--- src/hw/rtl/mwrpm_pkg.sv ---
// Shared constants, types and helpers of the multi-window rpm estimator.
package mwrpm_pkg;

    // Sample ring; its depth must be a power of two (index wraps by truncation).
    localparam int RING_DEPTH = 128;
    localparam int RING_AW    = $clog2(RING_DEPTH);

    localparam int NUM_WIN   = 4;
    localparam int WIN_W     = $clog2(NUM_WIN);
    localparam int WIN_LEN_W = 7;
    localparam int TAIL_CALC_W = (RING_AW > WIN_LEN_W) ? RING_AW : WIN_LEN_W;

    localparam int DATA_W  = 32;
    localparam int RPM_W   = 16;
    localparam int MINP_W  = 16;
    localparam int PPR_W   = 8;
    localparam int PROD_W  = DATA_W + RPM_W;

    localparam logic [DATA_W-1:0] RPM_NUMERATOR = DATA_W'(60000);
    localparam logic [RPM_W-1:0]  RPM_MAX       = '1;

    // Shared divider retires two quotient bits per cycle.
    localparam int DIV_STEPS = DATA_W / 2;
    localparam int DIV_CNT_W = $clog2(DIV_STEPS);

    // APB register map
    localparam int NUM_REGS  = 8;
    localparam int REG_IDX_W = $clog2(NUM_REGS);
    localparam int PADDR_W   = REG_IDX_W + 2;

    localparam logic [REG_IDX_W-1:0] REG_WIN_A      = REG_IDX_W'(0);
    localparam logic [REG_IDX_W-1:0] REG_WIN_B      = REG_IDX_W'(1);
    localparam logic [REG_IDX_W-1:0] REG_WIN_C      = REG_IDX_W'(2);
    localparam logic [REG_IDX_W-1:0] REG_WIN_D      = REG_IDX_W'(3);
    localparam logic [REG_IDX_W-1:0] REG_MIN_PULSE  = REG_IDX_W'(4);
    localparam logic [REG_IDX_W-1:0] REG_PPR        = REG_IDX_W'(5);
    localparam logic [REG_IDX_W-1:0] REG_PULSE_WRAP = REG_IDX_W'(6);
    localparam logic [REG_IDX_W-1:0] REG_TIME_WRAP  = REG_IDX_W'(7);

    typedef struct packed {
        logic [NUM_WIN-1:0][WIN_LEN_W-1:0] win_len;
        logic [MINP_W-1:0]                 min_pulse;
        logic [PPR_W-1:0]                  ppr;
        logic [DATA_W-1:0]                 pulse_wrap;
        logic [DATA_W-1:0]                 time_wrap;
    } mwrpm_cfg_t;

    localparam mwrpm_cfg_t CFG_RESET = '{
        win_len:    {WIN_LEN_W'(100), WIN_LEN_W'(50), WIN_LEN_W'(10), WIN_LEN_W'(1)},
        min_pulse:  MINP_W'(1),
        ppr:        PPR_W'(1),
        pulse_wrap: '1,
        time_wrap:  '1
    };

    // Controller to datapath commands
    typedef struct packed {
        logic             load_in;
        logic             div_start;
        logic             div_sel_k;
        logic             div_step;
        logic             k_save;
        logic             rd_tail;
        logic             diff;
        logic             mul;
        logic             res_set;
        logic             out_load;
        logic [WIN_W-1:0] win;
    } mwrpm_cmd_t;

    // Datapath to controller status
    typedef struct packed {
        logic div_last;
        logic win_ok;
        logic prod_nz;
        logic out_free;
    } mwrpm_sts_t;

    typedef enum logic [3:0] {
        ST_IDLE,
        ST_KDIV,
        ST_KSAVE,
        ST_READ,
        ST_DIFF,
        ST_CHECK,
        ST_WDIV,
        ST_MUL,
        ST_PICK,
        ST_DONE
    } mwrpm_state_t;

    // Counter difference that wraps at a modulus; zero when the old value
    // lies above the modulus plus the new value.
    function automatic logic [DATA_W-1:0] wrap_diff(
        input logic [DATA_W-1:0] now_val,
        input logic [DATA_W-1:0] prev_val,
        input logic [DATA_W-1:0] wrap
    );
        logic [DATA_W+1:0] d;
        d = {2'b00, wrap} - {2'b00, prev_val} + {2'b00, now_val};
        if (now_val >= prev_val)
            return now_val - prev_val;
        return d[DATA_W+1] ? '0 : d[DATA_W-1:0];
    endfunction

endpackage

--- src/hw/rtl/mwrpm_regs.sv ---
// APB configuration registers of the multi-window rpm estimator.
module mwrpm_regs
    import mwrpm_pkg::*;
(
    input  logic               clk,
    input  logic               rst_n,
    input  logic               psel,
    input  logic               penable,
    input  logic               pwrite,
    input  logic [PADDR_W-1:0] paddr,
    input  logic [DATA_W-1:0]  pwdata,
    output logic [DATA_W-1:0]  prdata,
    output logic               pready,
    output mwrpm_cfg_t         cfg
);

    mwrpm_cfg_t             cfg_reg;
    mwrpm_cfg_t             cfg_next;
    logic [REG_IDX_W-1:0]   idx;
    logic                   wr_en;

    assign idx    = paddr[PADDR_W-1:2];
    assign wr_en  = psel && penable && pwrite;
    assign pready = 1'b1;
    assign cfg    = cfg_reg;

    always_comb
    begin
        cfg_next = cfg_reg;
        if (wr_en)
        begin
            case (idx)
                REG_WIN_A:      cfg_next.win_len[0] = pwdata[WIN_LEN_W-1:0];
                REG_WIN_B:      cfg_next.win_len[1] = pwdata[WIN_LEN_W-1:0];
                REG_WIN_C:      cfg_next.win_len[2] = pwdata[WIN_LEN_W-1:0];
                REG_WIN_D:      cfg_next.win_len[3] = pwdata[WIN_LEN_W-1:0];
                REG_MIN_PULSE:  cfg_next.min_pulse  = pwdata[MINP_W-1:0];
                REG_PPR:        cfg_next.ppr        = pwdata[PPR_W-1:0];
                REG_PULSE_WRAP: cfg_next.pulse_wrap = pwdata;
                REG_TIME_WRAP:  cfg_next.time_wrap  = pwdata;
                default:        cfg_next = cfg_reg;
            endcase
        end
    end

    always_comb
    begin
        case (idx)
            REG_WIN_A:      prdata = DATA_W'(cfg_reg.win_len[0]);
            REG_WIN_B:      prdata = DATA_W'(cfg_reg.win_len[1]);
            REG_WIN_C:      prdata = DATA_W'(cfg_reg.win_len[2]);
            REG_WIN_D:      prdata = DATA_W'(cfg_reg.win_len[3]);
            REG_MIN_PULSE:  prdata = DATA_W'(cfg_reg.min_pulse);
            REG_PPR:        prdata = DATA_W'(cfg_reg.ppr);
            REG_PULSE_WRAP: prdata = cfg_reg.pulse_wrap;
            REG_TIME_WRAP:  prdata = cfg_reg.time_wrap;
            default:        prdata = '0;
        endcase
    end

    always_ff @(posedge clk or negedge rst_n)
    begin
        if (!rst_n)
            cfg_reg <= CFG_RESET;
        else
            cfg_reg <= cfg_next;
    end

endmodule

--- config.mk ---
export PLATFORM = sky130hd
export DESIGN_NAME = mwrpm_regs
export DESIGN_NICKNAME = d
export VERILOG_FILES = /design/src/hw/rtl/mwrpm_pkg.sv /design/src/hw/rtl/mwrpm_regs.sv
export SDC_FILE = /design/constraint.sdc
export NUM_CORES = 1
export LEC_CHECK = 0
export ABC_AREA = 0
export BUFFER_PORTS_ARGS = -buffer_cell sky130_fd_sc_hd__buf_2
export CAP_MARGIN = 20
export CORE_ASPECT_RATIO = 0.6
export CORE_MARGIN = 2
export CORE_UTILIZATION = 32
export CTS_CLUSTER_DIAMETER = 50
export DETAILED_ROUTE_END_ITERATION = 10
export SLEW_MARGIN = 10
export SYNTH_ARGS = -nofsm -noshare
export SYNTH_HDL_FRONTEND = slang
export SYNTH_SLANG_ARGS = --single-unit
--- constraint.sdc ---
create_clock -name clk -period 1.04 [get_ports clk]
set_input_delay 0.052 -clock clk [delete_from_list [all_inputs] [get_ports clk]]
set_output_delay 0.052 -clock clk [all_outputs]
set_load 0.005 [all_outputs]
Yosys cells after proc, flatten, opt, wreduce, memory -nomap -nowiden
Cells that the tools add are included.
{"block": "op_classes", "eq_ne": 7, "n_mux": 1, "reduce_logical": 11}
{"op": "$pmux W32 S8", "n": 1}
{"op": "$reduce_and A2 Y1", "n": 8}
{"op": "$eq A3 B3 Y1 const B", "n": 4}
{"op": "$eq A3 B2 Y1 const B", "n": 2}
{"op": "$eq A3 B1 Y1 const B", "n": 1}
{"op": "$logic_not A3 Y1", "n": 1}
{"op": "$logic_and A1 B1 Y1", "n": 2}
{"block": "totals", "ff_bits": 116, "in_bits": 42, "out_inout_bits": 149, "wordCells": 27}

Longest topological paths before layout
{"block": "depth", "word_depth": 3, "ltp_mapped": 6, "depth_no_buf": 3}

Worst setup path after synthesis
No wires, ideal clock.
{"block": "synth_path", "path_type": "in2reg", "start": "input paddr[3]", "end": "register cfg_reg, in the netlist cfg[77]", "arrival_ps": 1151, "required_ps": 915, "setup_slack_ps": -236, "stages": 5, "path_buffers": 2, "cell_sequence": "buf_2 -> nand2b_1 -> nor2_2 -> buf_4 -> mux2_2"}
{"block": "synth_between", "elab_chain_len": 2}
{"item": "start: declaration", "line": "mwrpm_regs.sv:10", "source": "input logic [PADDR_W-1:0] paddr,"}
{"item": "$eq A3 B3 Y1", "line": "mwrpm_regs.sv:32", "source": "case (idx)"}
{"item": "$reduce_and A2 Y1 (no source line)"}
{"item": "end signal: assignment", "line": "mwrpm_regs.sv:66", "source": "cfg_reg <= cfg_next;"}
{"item": "end: declaration", "line": "mwrpm_regs.sv:17", "source": "mwrpm_cfg_t cfg_reg;"}
Every way passes these cells.
A chain may end at the register's enable or synchronous reset.

Worst setup path in the final report
{"block": "layout_path", "start": "register cfg_reg, in the netlist cfg[3]", "end": "output prdata[3]"}
{"block": "layout_between", "elab_chain_len": 1}
{"item": "$pmux W32 S8", "line": "mwrpm_regs.sv:48", "source": "case (idx)"}
{"item": "end: declaration", "line": "mwrpm_regs.sv:12", "source": "output logic [DATA_W-1:0] prdata,"}
Every way passes these cells.

==> reports/metrics.yaml <==
p_seq_share_pct: 35.6
cts.clk_slew.worst_paths_ns: 0.06
yosys_register_bits: 116
ios: 191
syn-cell-area_sq_mm: 0.00549
hold_end: "cfg[88]$_DFFE_PN1P_"
min-delay-start: "pwdata[0]"
skew_ns: 0
cts_tree: "built"
path_class: "reg -> out"
r2r_end: "cfg[75]$_DFFE_PN0P_"
p_sw_w: 0.00486
grt_antenna_before_repair: 0
numPortBuffers: 187
grt_usage_pct: 19.8
synth_edf_count: 0
regArea_sq_mm: 0.00300
cp.arrival_ns: 1.59
antenna_cells: 0
fin_ws_ns: -0.597
p_per_area_mw_per_mm2: 1890
synthArstFlopShare_pct: 100
first_global_vias: 4944
synth_top_area_share_pct: 35.9
die_w_microns: 173
place.gp.congestion: 0.811
fill_cells: 1369
violations: "negative setup slack"
critPathLaunchType: "flop"
dp_hpwl_microns: 11900
r2r_start: "cfg[75]$_DFFE_PN0P_"
reg2regPathDepth: 3
fin_crit_sh_pct: 157
rrSetupSlack_ns: 0.03
initial_core_util_pct: 32.4
postRouteWirelength_microns: 18200
syn_nets: 429
clockRootBuffer: "clkbuf_16"
grt_max_degree: 41
largest_reg_flops: 116
core.rowCount: 37
p_int_w: 0.0136
path_max_fanout: 2
p_clk_share_pct: 31.4
numCtsBuffers: 17
fp.coreArea_sq_mm: 0.0169
swShare_pct: 26.4
antenna_left: 0
fin_nets: 795
status: "finished, violations left"
ys_seq_area_share_pct: 54.6
max_freq_ghz: 0.611
setup_viol: 124
yosysWarnings: 0
irDropWorstVdd_mv: 0.970
synthTopCellsByArea: "dfstp_2 (36%), mux2_2 (24%), dfrtp_1 (19%), mux2i_1 (6.2%), nor2_1 (2.0%)"
hp-class: "in -> reg"
setup-tns-final_ns: -20.47
min_path_cells: 2
vias_per_cell: 4.67
drtPass1Iterations: 4
numClockSinks: 116
finalMaxSlewViolations: 0
area_growth_syn_to_layout_pct: 78.4
dieArea_sq_mm: 0.0182
synthCells: 387
h-tree-depth: 4
hold_ws_ns: 0.0244
first_iter_violations: 160
utilization_pct: 57.8
grt_overflow: 0
leakage_nw: 4.64
grt_pass1_wl_microns: 27800
yosysTopAreaCell: "dfstp_2"
via_count: 4665
required_ns: 0.99
clockBufferDepth: 2
die_h_microns: 105
multi_input_area_sq_mm: 0.00257
combPwrFrac_pct: 32.9
drc: 0
clock_latency_ns: 0.40
finalHoldViolCount: 0
finalCriticalPeriod_ns: 1.64
drt-wirelength-per-cell_microns: 18.2
syn_area_per_cell_sq_um: 14.2
cp-end-kind: "output pin"
synth.distinct_cells: 35
rsz0062_at_grt: "yes"
drv_cap: 0
drive_gt1_share_pct: 77.8
synthFlopType: "dfstp_2"
==> synthesized netlist by cell type (all sizes together) (2+ instances only) <==
master  number
a211oi       6
a21oi        2
a22oi        8
buf         20
clkbuf       4
dfrtp       41
dfstp       75
mux2       125
mux2i       34
nand2        3
nand2b       4
nor2        35
nor3b        5
o22a         5
o22ai        5
or3          2
==> area by class of cell <==
| class | count | area share [%] |
|---|---|---|
| clock inverters | 12 | 1.33 |
| flip-flops and latches | 116 | 30.6 |
| repair buffers | 371 | 34.1 |
| multi-input cells | 246 | 26.3 |
| clock buffers | 20 | 4.67 |
| inverters | 1 | 0.0383 |
| well taps | 234 | 2.99 |
==> repair_timing <==
item | 4_1_cts | 5_1_grt
endpoints found under the setup margin | 124 | 131
endpoints found under the hold margin | 139 | 0
pin swaps | 10 | 6
resized for setup | 154 | 49
hold buffers | 31 | 0
buffers inserted | 37 | 60
gates cloned | 0 | 0
==> per-stage QoR <==
step	std cells	instance area, sq um	power [W]	worst slack, ns
finish	1000	9790	0.0185	-0.597
floorplan	387	5640	0.00814	-0.210
global placement	871	7520	0.0103	-0.318
global route	1000	9790	0.0193	-0.677
CTS	968	9440	0.0180	-0.613
detailed placement	871	7520	0.0104	-0.330
==> power by group through the flow <==
stage	registers (W)	clock network (W)	logic [W]
6_report	0.00657	0.00580	0.00608
5_1_grt	0.00667	0.00616	0.00650
4_1_cts	0.00653	0.00594	0.00556
3_5_place_dp	0.00652	0	0.00388
3_3_place_gp	0.00646	0	0.00381
2_1_floorplan	0.00655	0	0.00159
==> cell families after synthesis <==
group                  after synthesis  share of synthesized area [%]
muxes                              160                           32.7
DFF                                116                           54.6
and+or+nand+nor                     54                           5.38
AOI/OAI and AO/OA                   31                           4.22
buffers and inverters               25                           2.96
other                                1                         0.0683
==> worst max-delay path, stage by stage, from the launching register on <==
cell and delay (ns):
dfstp_2 0.54, mux2i_2 0.08, a211oi_2 0.23, o32a_1 0.21, buf_2 0.12
==> routing by layer <==
layer | wire length [microns] | global-route usage (%) | up-vias
met5 | 0 | 0 | -
met4 | 161 | 4.24 | 0
met3 | 1120 | 6.13 | 14
met2 | 8470 | 30.6 | 159
met1 | 8410 | 27.2 | 2348
li1 | - | - | 2144
==> cells in the final DEF, fill, tap and decap left out, drive strengths merged <==
cell type,n
nand4,1
nor3b,5
dfrtp,41
mux2i,34
o22ai,5
buf,340
clkinvlp,5
a211oi,6
o32a,1
clkbuf,20
a22oi,8
mux2,125
nor2,35
nand4b,1
or3,2
a41oi,1
conb,1
dlygate4sd3,31
nor3,1
clkinv,4
a21oi,2
o22a,5
nand2,3
a211o,1
nand2b,4
bufinv,2
dfstp,75
mux4,1
o21ai,1
nand3,1
inv,2
and2,1
a22o,1
==> how the worst max path moves through the flow <==
stage	from	end	slack (ns)	depth (start not counted)
floorplan	paddr[2]	cfg[89]$_DFFE_PN0P_	-0.21	5
CTS	cfg[38]$_DFFE_PN1P_	prdata[6]	-0.61	4
detailed placement	paddr[2]	prdata[3]	-0.33	6
global route	cfg[38]$_DFFE_PN1P_	prdata[6]	-0.68	4
global placement	paddr[2]	prdata[7]	-0.32	5
finish	cfg[3]$_DFFE_PN1P_	prdata[3]	-0.60	4
Note: power is estimated with default switching activity, not from simulation.
