### config.mk
export PLATFORM = sky130hd
export DESIGN_NAME = mwrpm_ctrl
export DESIGN_NICKNAME = d
export VERILOG_FILES = /design/src/hw/rtl/mwrpm_pkg.sv /design/src/hw/rtl/mwrpm_ctrl.sv
export SDC_FILE = /design/constraint.sdc
export NUM_CORES = 1
export LEC_CHECK = 0
export BUFFER_PORTS_ARGS = -buffer_cell sky130_fd_sc_hd__buf_2
export CORE_AREA = 3 3 40 42
export DETAILED_ROUTE_END_ITERATION = 10
export DIE_AREA = 0 0 43 45
export PLACE_DENSITY = 0.77
export SLEW_MARGIN = 10
export SYNTH_ARGS = -nofsm -noshare
export SYNTH_HDL_FRONTEND = slang
export SYNTH_SLANG_ARGS = --single-unit
### constraint.sdc
create_clock -name clk -period 2.3 [get_ports clk]
set_input_delay 0.69 -clock clk [delete_from_list [all_inputs] [get_ports clk]]
set_output_delay 0.69 -clock clk [all_outputs]
set_load 0.02 [all_outputs]
### src/hw/rtl/mwrpm_pkg.sv
// Shared constants, types and helpers of the multi-window rpm estimator.
package mwrpm_pkg;

    // Sample ring; its depth must be a power of two (index wraps by truncation).
    localparam int RING_DEPTH = 128;
    localparam int RING_AW    = $clog2(RING_DEPTH);

    localparam int NUM_WIN   = 4;
    localparam int WIN_W     = $clog2(NUM_WIN);
    localparam int WIN_LEN_W = 7;
    localparam int TAIL_CALC_W = (RING_AW > WIN_LEN_W) ? RING_AW : WIN_LEN_W;

    localparam int DATA_W  = 32;
    localparam int RPM_W   = 16;
    localparam int MINP_W  = 16;
    localparam int PPR_W   = 8;
    localparam int PROD_W  = DATA_W + RPM_W;

    localparam logic [DATA_W-1:0] RPM_NUMERATOR = DATA_W'(60000);
    localparam logic [RPM_W-1:0]  RPM_MAX       = '1;

    // Shared divider retires two quotient bits per cycle.
    localparam int DIV_STEPS = DATA_W / 2;
    localparam int DIV_CNT_W = $clog2(DIV_STEPS);

    // APB register map
    localparam int NUM_REGS  = 8;
    localparam int REG_IDX_W = $clog2(NUM_REGS);
    localparam int PADDR_W   = REG_IDX_W + 2;

    localparam logic [REG_IDX_W-1:0] REG_WIN_A      = REG_IDX_W'(0);
    localparam logic [REG_IDX_W-1:0] REG_WIN_B      = REG_IDX_W'(1);
    localparam logic [REG_IDX_W-1:0] REG_WIN_C      = REG_IDX_W'(2);
    localparam logic [REG_IDX_W-1:0] REG_WIN_D      = REG_IDX_W'(3);
    localparam logic [REG_IDX_W-1:0] REG_MIN_PULSE  = REG_IDX_W'(4);
    localparam logic [REG_IDX_W-1:0] REG_PPR        = REG_IDX_W'(5);
    localparam logic [REG_IDX_W-1:0] REG_PULSE_WRAP = REG_IDX_W'(6);
    localparam logic [REG_IDX_W-1:0] REG_TIME_WRAP  = REG_IDX_W'(7);

    typedef struct packed {
        logic [NUM_WIN-1:0][WIN_LEN_W-1:0] win_len;
        logic [MINP_W-1:0]                 min_pulse;
        logic [PPR_W-1:0]                  ppr;
        logic [DATA_W-1:0]                 pulse_wrap;
        logic [DATA_W-1:0]                 time_wrap;
    } mwrpm_cfg_t;

    localparam mwrpm_cfg_t CFG_RESET = '{
        win_len:    {WIN_LEN_W'(100), WIN_LEN_W'(50), WIN_LEN_W'(10), WIN_LEN_W'(1)},
        min_pulse:  MINP_W'(1),
        ppr:        PPR_W'(1),
        pulse_wrap: '1,
        time_wrap:  '1
    };

    // Controller to datapath commands
    typedef struct packed {
        logic             load_in;
        logic             div_start;
        logic             div_sel_k;
        logic             div_step;
        logic             k_save;
        logic             rd_tail;
        logic             diff;
        logic             mul;
        logic             res_set;
        logic             out_load;
        logic [WIN_W-1:0] win;
    } mwrpm_cmd_t;

    // Datapath to controller status
    typedef struct packed {
        logic div_last;
        logic win_ok;
        logic prod_nz;
        logic out_free;
    } mwrpm_sts_t;

    typedef enum logic [3:0] {
        ST_IDLE,
        ST_KDIV,
        ST_KSAVE,
        ST_READ,
        ST_DIFF,
        ST_CHECK,
        ST_WDIV,
        ST_MUL,
        ST_PICK,
        ST_DONE
    } mwrpm_state_t;

    // Counter difference that wraps at a modulus; zero when the old value
    // lies above the modulus plus the new value.
    function automatic logic [DATA_W-1:0] wrap_diff(
        input logic [DATA_W-1:0] now_val,
        input logic [DATA_W-1:0] prev_val,
        input logic [DATA_W-1:0] wrap
    );
        logic [DATA_W+1:0] d;
        d = {2'b00, wrap} - {2'b00, prev_val} + {2'b00, now_val};
        if (now_val >= prev_val)
            return now_val - prev_val;
        return d[DATA_W+1] ? '0 : d[DATA_W-1:0];
    endfunction

endpackage

### src/hw/rtl/mwrpm_ctrl.sv
// Sequencing state machine of the multi-window rpm estimator.
module mwrpm_ctrl
    import mwrpm_pkg::*;
(
    input  logic       clk,
    input  logic       rst_n,
    input  logic       in_valid,
    output logic       in_stall,
    input  mwrpm_sts_t sts,
    output mwrpm_cmd_t cmd
);

    mwrpm_state_t      state_reg;
    mwrpm_state_t      state_next;
    logic [WIN_W-1:0]  win_reg;
    logic [WIN_W-1:0]  win_next;
    logic              last_win;

    assign last_win = (win_reg == WIN_W'(NUM_WIN - 1));

    // Next state
    always_comb
    begin
        state_next = state_reg;
        win_next   = win_reg;
        case (state_reg)
            ST_IDLE:
            begin
                if (in_valid)
                    state_next = ST_KDIV;
            end
            ST_KDIV:
            begin
                if (sts.div_last)
                    state_next = ST_KSAVE;
            end
            ST_KSAVE: state_next = ST_READ;
            ST_READ:  state_next = ST_DIFF;
            ST_DIFF:  state_next = ST_CHECK;
            ST_CHECK:
            begin
                if (sts.win_ok)
                    state_next = ST_WDIV;
                else if (last_win)
                    state_next = ST_DONE;
                else
                begin
                    win_next   = win_reg + WIN_W'(1);
                    state_next = ST_READ;
                end
            end
            ST_WDIV:
            begin
                if (sts.div_last)
                    state_next = ST_MUL;
            end
            ST_MUL:   state_next = ST_PICK;
            ST_PICK:
            begin
                if (sts.prod_nz || last_win)
                    state_next = ST_DONE;
                else
                begin
                    win_next   = win_reg + WIN_W'(1);
                    state_next = ST_READ;
                end
            end
            ST_DONE:
            begin
                if (sts.out_free)
                begin
                    win_next   = '0;
                    state_next = ST_IDLE;
                end
            end
            default:
            begin
                win_next   = '0;
                state_next = ST_IDLE;
            end
        endcase
    end

    // Outputs
    always_comb
    begin
        cmd      = '0;
        cmd.win  = win_reg;
        in_stall = 1'b1;
        case (state_reg)
            ST_IDLE:
            begin
                in_stall = 1'b0;
                if (in_valid)
                begin
                    cmd.load_in   = 1'b1;
                    cmd.div_start = 1'b1;
                    cmd.div_sel_k = 1'b1;
                end
            end
            ST_KDIV:  cmd.div_step = 1'b1;
            ST_KSAVE: cmd.k_save   = 1'b1;
            ST_READ:  cmd.rd_tail  = 1'b1;
            ST_DIFF:  cmd.diff     = 1'b1;
            ST_CHECK: cmd.div_start = sts.win_ok;
            ST_WDIV:  cmd.div_step = 1'b1;
            ST_MUL:   cmd.mul      = 1'b1;
            ST_PICK:  cmd.res_set  = sts.prod_nz;
            ST_DONE:  cmd.out_load = sts.out_free;
            default:  cmd.win      = win_reg;
        endcase
    end

    always_ff @(posedge clk or negedge rst_n)
    begin
        if (!rst_n)
        begin
            state_reg <= ST_IDLE;
            win_reg   <= '0;
        end
        else
        begin
            state_reg <= state_next;
            win_reg   <= win_next;
        end
    end

    a_accept_starts_k: assert property (@(posedge clk) disable iff (!rst_n)
        (state_reg == ST_IDLE && in_valid) |=> (state_reg == ST_KDIV))
        else $error("accepted item did not start the scale division");

    a_kdiv_ends: assert property (@(posedge clk) disable iff (!rst_n)
        (state_reg == ST_KDIV && sts.div_last) |=> (state_reg == ST_KSAVE))
        else $error("scale division did not end after its last step");

    a_done_returns: assert property (@(posedge clk) disable iff (!rst_n)
        (state_reg == ST_DONE && sts.out_free) |=> (state_reg == ST_IDLE && win_reg == '0))
        else $error("result handoff did not return to idle with window a");

endmodule

* Word-level counts from Yosys, hierarchy flattened
Index checks and enable logic that the tools add are counted.
W data, S select, Z words.
** Operators by class
- Add/subtract/negate cells :: 1
- $mul :: 0
- Divide/modulo/power cells :: 0
- Magnitude comparators :: 0
- Eq/ne operators :: 17
- Shift operators :: 0
- Multiplexer cells :: 25
- Bitwise logic cells :: 1
- Reduce and logical (&&, ||, !) cells :: 6
** Operator list (number)
- $pmux W4 S10 :: 1
- $mux W4 :: 7
- $eq A4 B3 Y1 const B :: 4
- $ne A2 B2 Y1 const B :: 7
- $mux W1 :: 10
- $eq A4 B2 Y1 const B :: 2
- $eq A4 B4 Y1 const B :: 2
- $mux W2 :: 4
- $pmux W2 S4 :: 1
- $reduce_or A7 Y1 :: 1
- $reduce_and A5 Y1 :: 1
- $eq A4 B1 Y1 const B :: 1
- $logic_not A4 Y1 :: 1
- $reduce_and A4 Y1 :: 1
- $mux W3 :: 1
- $add A2 B1 Y2 const B :: 1
- $eq A2 B2 Y1 const B :: 1
- $pmux W1 S2 :: 1
- $reduce_or A2 Y1 :: 1
- $logic_or A1 B1 Y1 :: 1
- $not A1 Y1 :: 1
** Word-level totals
- Flip-flop bits (word level) :: 6
- Latch bits :: 0
- Bits in writable memories :: 0
- Memory bits (read-only) :: 0
- Input port bits :: 7
- Output and inout port bits :: 13
- Word-level logic and storage cells :: 52
- Memories :: 0

* Logic depth before layout (Yosys ltp)
Gate-level depths: netlist of the first run.
- Depth after elaboration :: 4
- Depth in mapped cells :: 6
- Depth with buffers taken out :: 5

* Least setup slack after synthesis of the first run
No wires, ideal clock.
- Path type :: reg-to-output
- From :: register state_reg[0]
- To :: output cmd[10] (netlist bit)
- Arrival :: 1.420 ns
- Required time :: 1.610 ns
- Slack :: 0.190 ns
- Stages on the path, launching flop included :: 6
- Buffers on the path :: 2
- Cell sequence :: dfrtp_1 -> buf_6 -> clkbuf_1 -> nor2_1 -> a22oi_1 -> nor3_1
** RTL lines
- start: declaration :: RTL line mwrpm_ctrl.sv:13 : mwrpm_state_t state_reg;
- start signal: assignment :: RTL line mwrpm_ctrl.sv:123 : state_reg <= state_next;
- end: declaration :: RTL line mwrpm_ctrl.sv:10 : output mwrpm_cmd_t cmd

==> out/results.ini, run 1 <==
[routing]
wl_per_cell_um=13.36
initialDrtViolationCount=14
vias=597
ant_nets=0
wirelength_mm=1.429
drc=0
vias_per_cell=5.579
dr.pass1.iters=4

[floorplan]
io_pins=20
rows=13
die_h_um=45
fp.dieW_um=43
die_area_um2=1935
core-area_um2=1285
start_util_pct=44.99

[setup_path]
worstSetupStartpoint=state_reg[2]$_DFFE_PN0P_
cp.required_ns=1.61
worstSetupEndpointType=primary output
worstSetupPathType=register to primary output
cpMaxStageDelayCell=or4b_4
rrSetupSlack_ns=0.60
crit_chain=or4b_4, nor2_1, buf_2
cpPeakStageDelay_ns=0.53
start_kind=register
r2r_start=state_reg[2]$_DFFE_PN0P_
critPathMaxFanout=13
crit_buf_inv=1
cp_top_family=simple AND/OR/NAND/NOR gates
arrival_ns=1.52

[synth]
ys_ff_latch=6
synth_top_cell_area_share_pct=25.97
ys_seq_area_share_pct=25.97
ys_types=37
synth_fp_nets=79
syn_area_um2=578.1
synth_cells=71
synth_area_leader_cell=dfrtp_1
synth-main-ff-cell=dfrtp_1
ys_warn_count=0
async_reset_ff_share_pct=100.0
yosys-top-cells-area=dfrtp_1, nor2_1, and3_1, mux2_1, a211oi_4
syn_avg_cell_area_um2=8.142
synth-edff-count=0

[timing]
maxSlewHeadroom_pct=83.31
setup_viol=0
fin_skew_ns=0.005013
slew_viol_final=0
period_share_pct=96.03
max_freq_mhz=452.8
finalHoldViolCount=0
min_period_ns=2.209
setup_tns_ns=0
timing.hold.ws_ns=0.2504
worstMarginPinSlew_ns=0.2468
rsz0062_at_grt=false

[clock_network]
htree_levels=1
clkLatencyLatePin_ns=0.25
clock_path_buffers=2
cts_sinks=6
cts_tree=yes
cts_buffers=3
path_clk_slew_ns=0.05
postCtsHoldBufs=0
cts_root_buf=clkbuf_4

[global_routing]
grt_pass1_vias=509
antenna_found_initial=0
overflow=0
grt_usage_pct=15.95
grt_pass1_wl_mm=2.187
grt_max_degree=16

[cells_and_area]
final_common_cell=buf_2
layout_common_cells=buf_2, nor2_1, inv_1, buf_4
syn2layout_area_growth_pct=24.89
fillers=119
insertedDiodeCount=0
largest_register_ffs=4
nets=102
drive_above_1_share_pct=42.39

[pwr]
finalPower_uw=996.3
p_leak_nw=0.3634
power_per_cell_area_nw_per_um2=1380
ir_drop_mv=0.6621

[worst_hold_path]
hold_class=primary input to async pin

[placement]
hpwlAfterDp_mm=1.100
io_buffers=19
place_congestion=0.8369

[run_status]
outcome=finished clean

[flow_run]
drv_cap=0

-- final timing paths --
check                                                end  depth (start not counted)
min in group clk                  win_reg[1]$_DFFE_PN0P_                          1
worst max-delay path                              cmd[3]                          3
max in group asynchronous       state_reg[0]$_DFFE_PN0P_                          1
worst min-delay path            state_reg[1]$_DFFE_PN0P_                          1
worst max register to register    win_reg[0]$_DFFE_PN0P_                          4
worst min register to register    win_reg[1]$_DFFE_PN0P_                          1
-- where the power goes --
group	leakage, nW	switching, mW	internal [mW]
clock network	0.0138	0.0394	0.0591
logic	0.274	0.376	0.304
registers	0.0754	0.0667	0.152
-- per-layer routing --
layer | track usage, % | part of all wire, % | vias up
li1 | - | - | 299
met4 | 16.87 | 4.0 | 0
met3 | 0 | 3.8 | 4
met5 | 0 | 0 | -
met2 | 26.05 | 49 | 19
met1 | 18.52 | 43 | 275
-- metrics by stage --
step           worst slack, ns  cell area [µm²]  instances  util [%]
6_report               0.09129            721.9        107     56.18
5_1_grt                0.04201            721.9        107     56.18
4_1_cts                0.03855            716.9        107     55.79
3_5_place_dp            0.3123            694.4        104     54.04
3_3_place_gp            0.3367            694.4        104     54.04
2_1_floorplan           0.1896            578.1         71         -
-- area by class of cell --
| class | instances | area (µm²) | area share (%) |
|---|---|---|---|
| clock buffers | 3 | 22.52 | 3.120 |
| inverters | 6 | 22.52 | 3.120 |
| multi-input cells | 53 | 372.9 | 51.65 |
| flip-flops and latches | 6 | 152.6 | 21.14 |
| well taps | 15 | 18.77 | 2.600 |
| repair buffers | 24 | 132.6 | 18.37 |
-- cell families after synthesis --
family / Yosys count / share of synthesized area [%]
simple gates: 31 / 31.17
compound gates: 18 / 24.24
buf+inv: 12 / 9.956
flops: 6 / 25.97
mux: 3 / 6.492
fa+ha+maj: 1 / 2.164
-- synthesized netlist by cell type (2+ instances only) --
library cell  count
dfrtp_1           6
a21oi_1           4
clkbuf_1          3
inv_1             5
and3_1            4
mux2_1            2
a211oi_1          2
nand3b_1          2
a31oi_1           2
nor2_1            9
nor3_1            2
a21oi_2           2
nand2_1           4
-- repair_timing --
item,in CTS,in global routing
endpoints found under the setup margin,0,1
resized for setup,0,3
buffers inserted,0,0
Note: power is estimated with default switching activity, not from simulation.
==> inputs of run 2 (changes only) <==
- CELL_PAD_IN_SITES_DETAIL_PLACEMENT: not set -> 1
- CELL_PAD_IN_SITES_GLOBAL_PLACEMENT: not set -> 1
- CORE_AREA: 3 3 40 42 -> not set
- CORE_MARGIN: not set -> 3
- CORE_UTILIZATION: not set -> 34
- DIE_AREA: 0 0 43 45 -> not set
- PLACE_DENSITY: 0.77 -> 0.82
==> out/results.ini, run 2 (same netlist as run 1, synthesis figures left out) <==
[timing]
period_share_pct=95.51
fin_skew_ns=0.006797
rsz0062_at_grt=false
min_period_ns=2.197
slew_viol_final=0
setup_viol=0
worstMarginPinSlew_ns=0.2873
setup_tns_ns=0
max_freq_mhz=455.2
maxSlewHeadroom_pct=80.78
finalHoldViolCount=0

[routing]
initialDrtViolationCount=5
wl_per_cell_um=15.23
dr.pass1.iters=4
drc=0
ant_nets=0
vias=601
vias_per_cell=5.617
wirelength_mm=1.630

[setup_path]
cpPeakStageDelay_ns=0.54
start_kind=register
cp_top_family=simple AND/OR/NAND/NOR gates
crit_buf_inv=1
arrival_ns=1.51
crit_chain=or4b_4, nor2_1, buf_2
worstSetupEndpointType=primary output
cpMaxStageDelayCell=or4b_4
cp.required_ns=1.61
critPathMaxFanout=11
worstSetupPathType=register to primary output

[floorplan]
core-area_um2=1559
fp.dieW_um=47.23
die_h_um=47.23
rows=14
die_area_um2=2231
io_pins=20
start_util_pct=37.08

[cells_and_area]
nets=101
fillers=210
syn2layout_area_growth_pct=23.38
insertedDiodeCount=0
final_common_cell=buf_2
layout_common_cells=buf_2, nor2_1, inv_1
final_util_pct=45.75
drive_above_1_share_pct=40.66
largest_register_ffs=4

[clock_network]
path_clk_slew_ns=0.05
clkLatencyLatePin_ns=0.25
cts_sinks=6
cts_buffers=3
clock_path_buffers=2
htree_levels=1
post-cts-setup-buffers=0
cts_root_buf=clkbuf_4
cts_tree=yes

[placement]
io_buffers=19
place_congestion=0.7487
hpwlAfterDp_mm=1.237

[pwr]
p_seq_share_pct=21.2
p_sw_share_pct=49.64
p_comb_share_pct=68.9
power_per_cell_area_nw_per_um2=1410
p_sw_uw=499.1
ir_drop_mv=0.4900
p_clk_share_pct=10.0
p_leak_nw=0.3580
finalPower_mw=1.006
p_int_uw=506.4

[global_routing]
overflow=0
grt_pass1_wl_mm=2.670
grt_pass1_vias=595
grt_max_degree=16
grt_usage_pct=17.14
antenna_found_initial=0

[flow_run]
drv_cap=0

[run_status]
outcome=finished clean

[worst_hold_path]
hold_class=primary input to async pin

## run 2: cell count changes in the layout (fill, tap and decap cells not counted)
cell and delta:
nor2_2 -1, nor2_1 +1, buf_4 -1
## run 2: metal layers
metal / up-vias / wire length, µm / global-route usage [%]
met4: 0 / 10 / 9.945
met2: 13 / 869 / 26.74
met1: 289 / 692 / 22.10
li1: 297 / - / -
met5: - / 0 / 0
met3: 2 / 56 / 2.682
## run 2: cell type report
type                    count  area (µm²)  area share, %
clock buffers               3       22.52          3.158
inverters                   6       22.52          3.158
multi-input cells          53       370.4          51.93
flip-flops and latches      6       152.6          21.40
well taps                  16       20.02          2.807
repair buffers             23       125.1          17.54
## run 2: worst paths after layout
kind | cells after the start | startpoint | endpoint | slack, ns
min | 1 | rst_n | state_reg[1]$_DFFE_PN0P_ | 0.26
max reg2reg | 4 | state_reg[0]$_DFFE_PN0P_ | win_reg[1]$_DFFE_PN0P_ | 0.61
min in group clk | 1 | win_reg[0]$_DFFE_PN0P_ | win_reg[0]$_DFFE_PN0P_ | 0.56
min reg2reg | 1 | win_reg[0]$_DFFE_PN0P_ | win_reg[0]$_DFFE_PN0P_ | 0.56
max in group asynchronous | 1 | rst_n | state_reg[0]$_DFFE_PN0P_ | 1.89
max | 3 | state_reg[0]$_DFFE_PN0P_ | cmd[3] | 0.10
## run 2: what timing repair did
item | CTS | global route
setup endpoints to repair | 0 | 3
resized for setup | 0 | 2
hold buffers | 0 | 0
## run 2: metrics by stage
| stage | std cells | instance area (µm²) | hold WS [ns] | setup slack (ns) |
|---|---|---|---|---|
| after CTS | 107 | 710.7 | 0.2581 | 0.06257 |
| after detailed placement | 104 | 688.2 | 0.5252 | 0.3289 |
| after floorplan | 71 | 578.1 | 0.3944 | 0.1896 |
| after global routing | 107 | 713.2 | 0.2571 | 0.003987 |
| final | 107 | 713.2 | 0.2558 | 0.1032 |
| after global placement | 104 | 688.2 | 0.5110 | 0.3564 |
## run 2: power groups by stage
stage | Clock (mW) | Sequential, mW | Combinational (mW)
2_1_floorplan | 0 | 0.197 | 0.525
3_3_place_gp | 0 | 0.208 | 0.669
3_5_place_dp | 0 | 0.212 | 0.681
4_1_cts | 0.103 | 0.210 | 0.701
5_1_grt | 0.110 | 0.227 | 0.755
6_report | 0.100 | 0.213 | 0.693
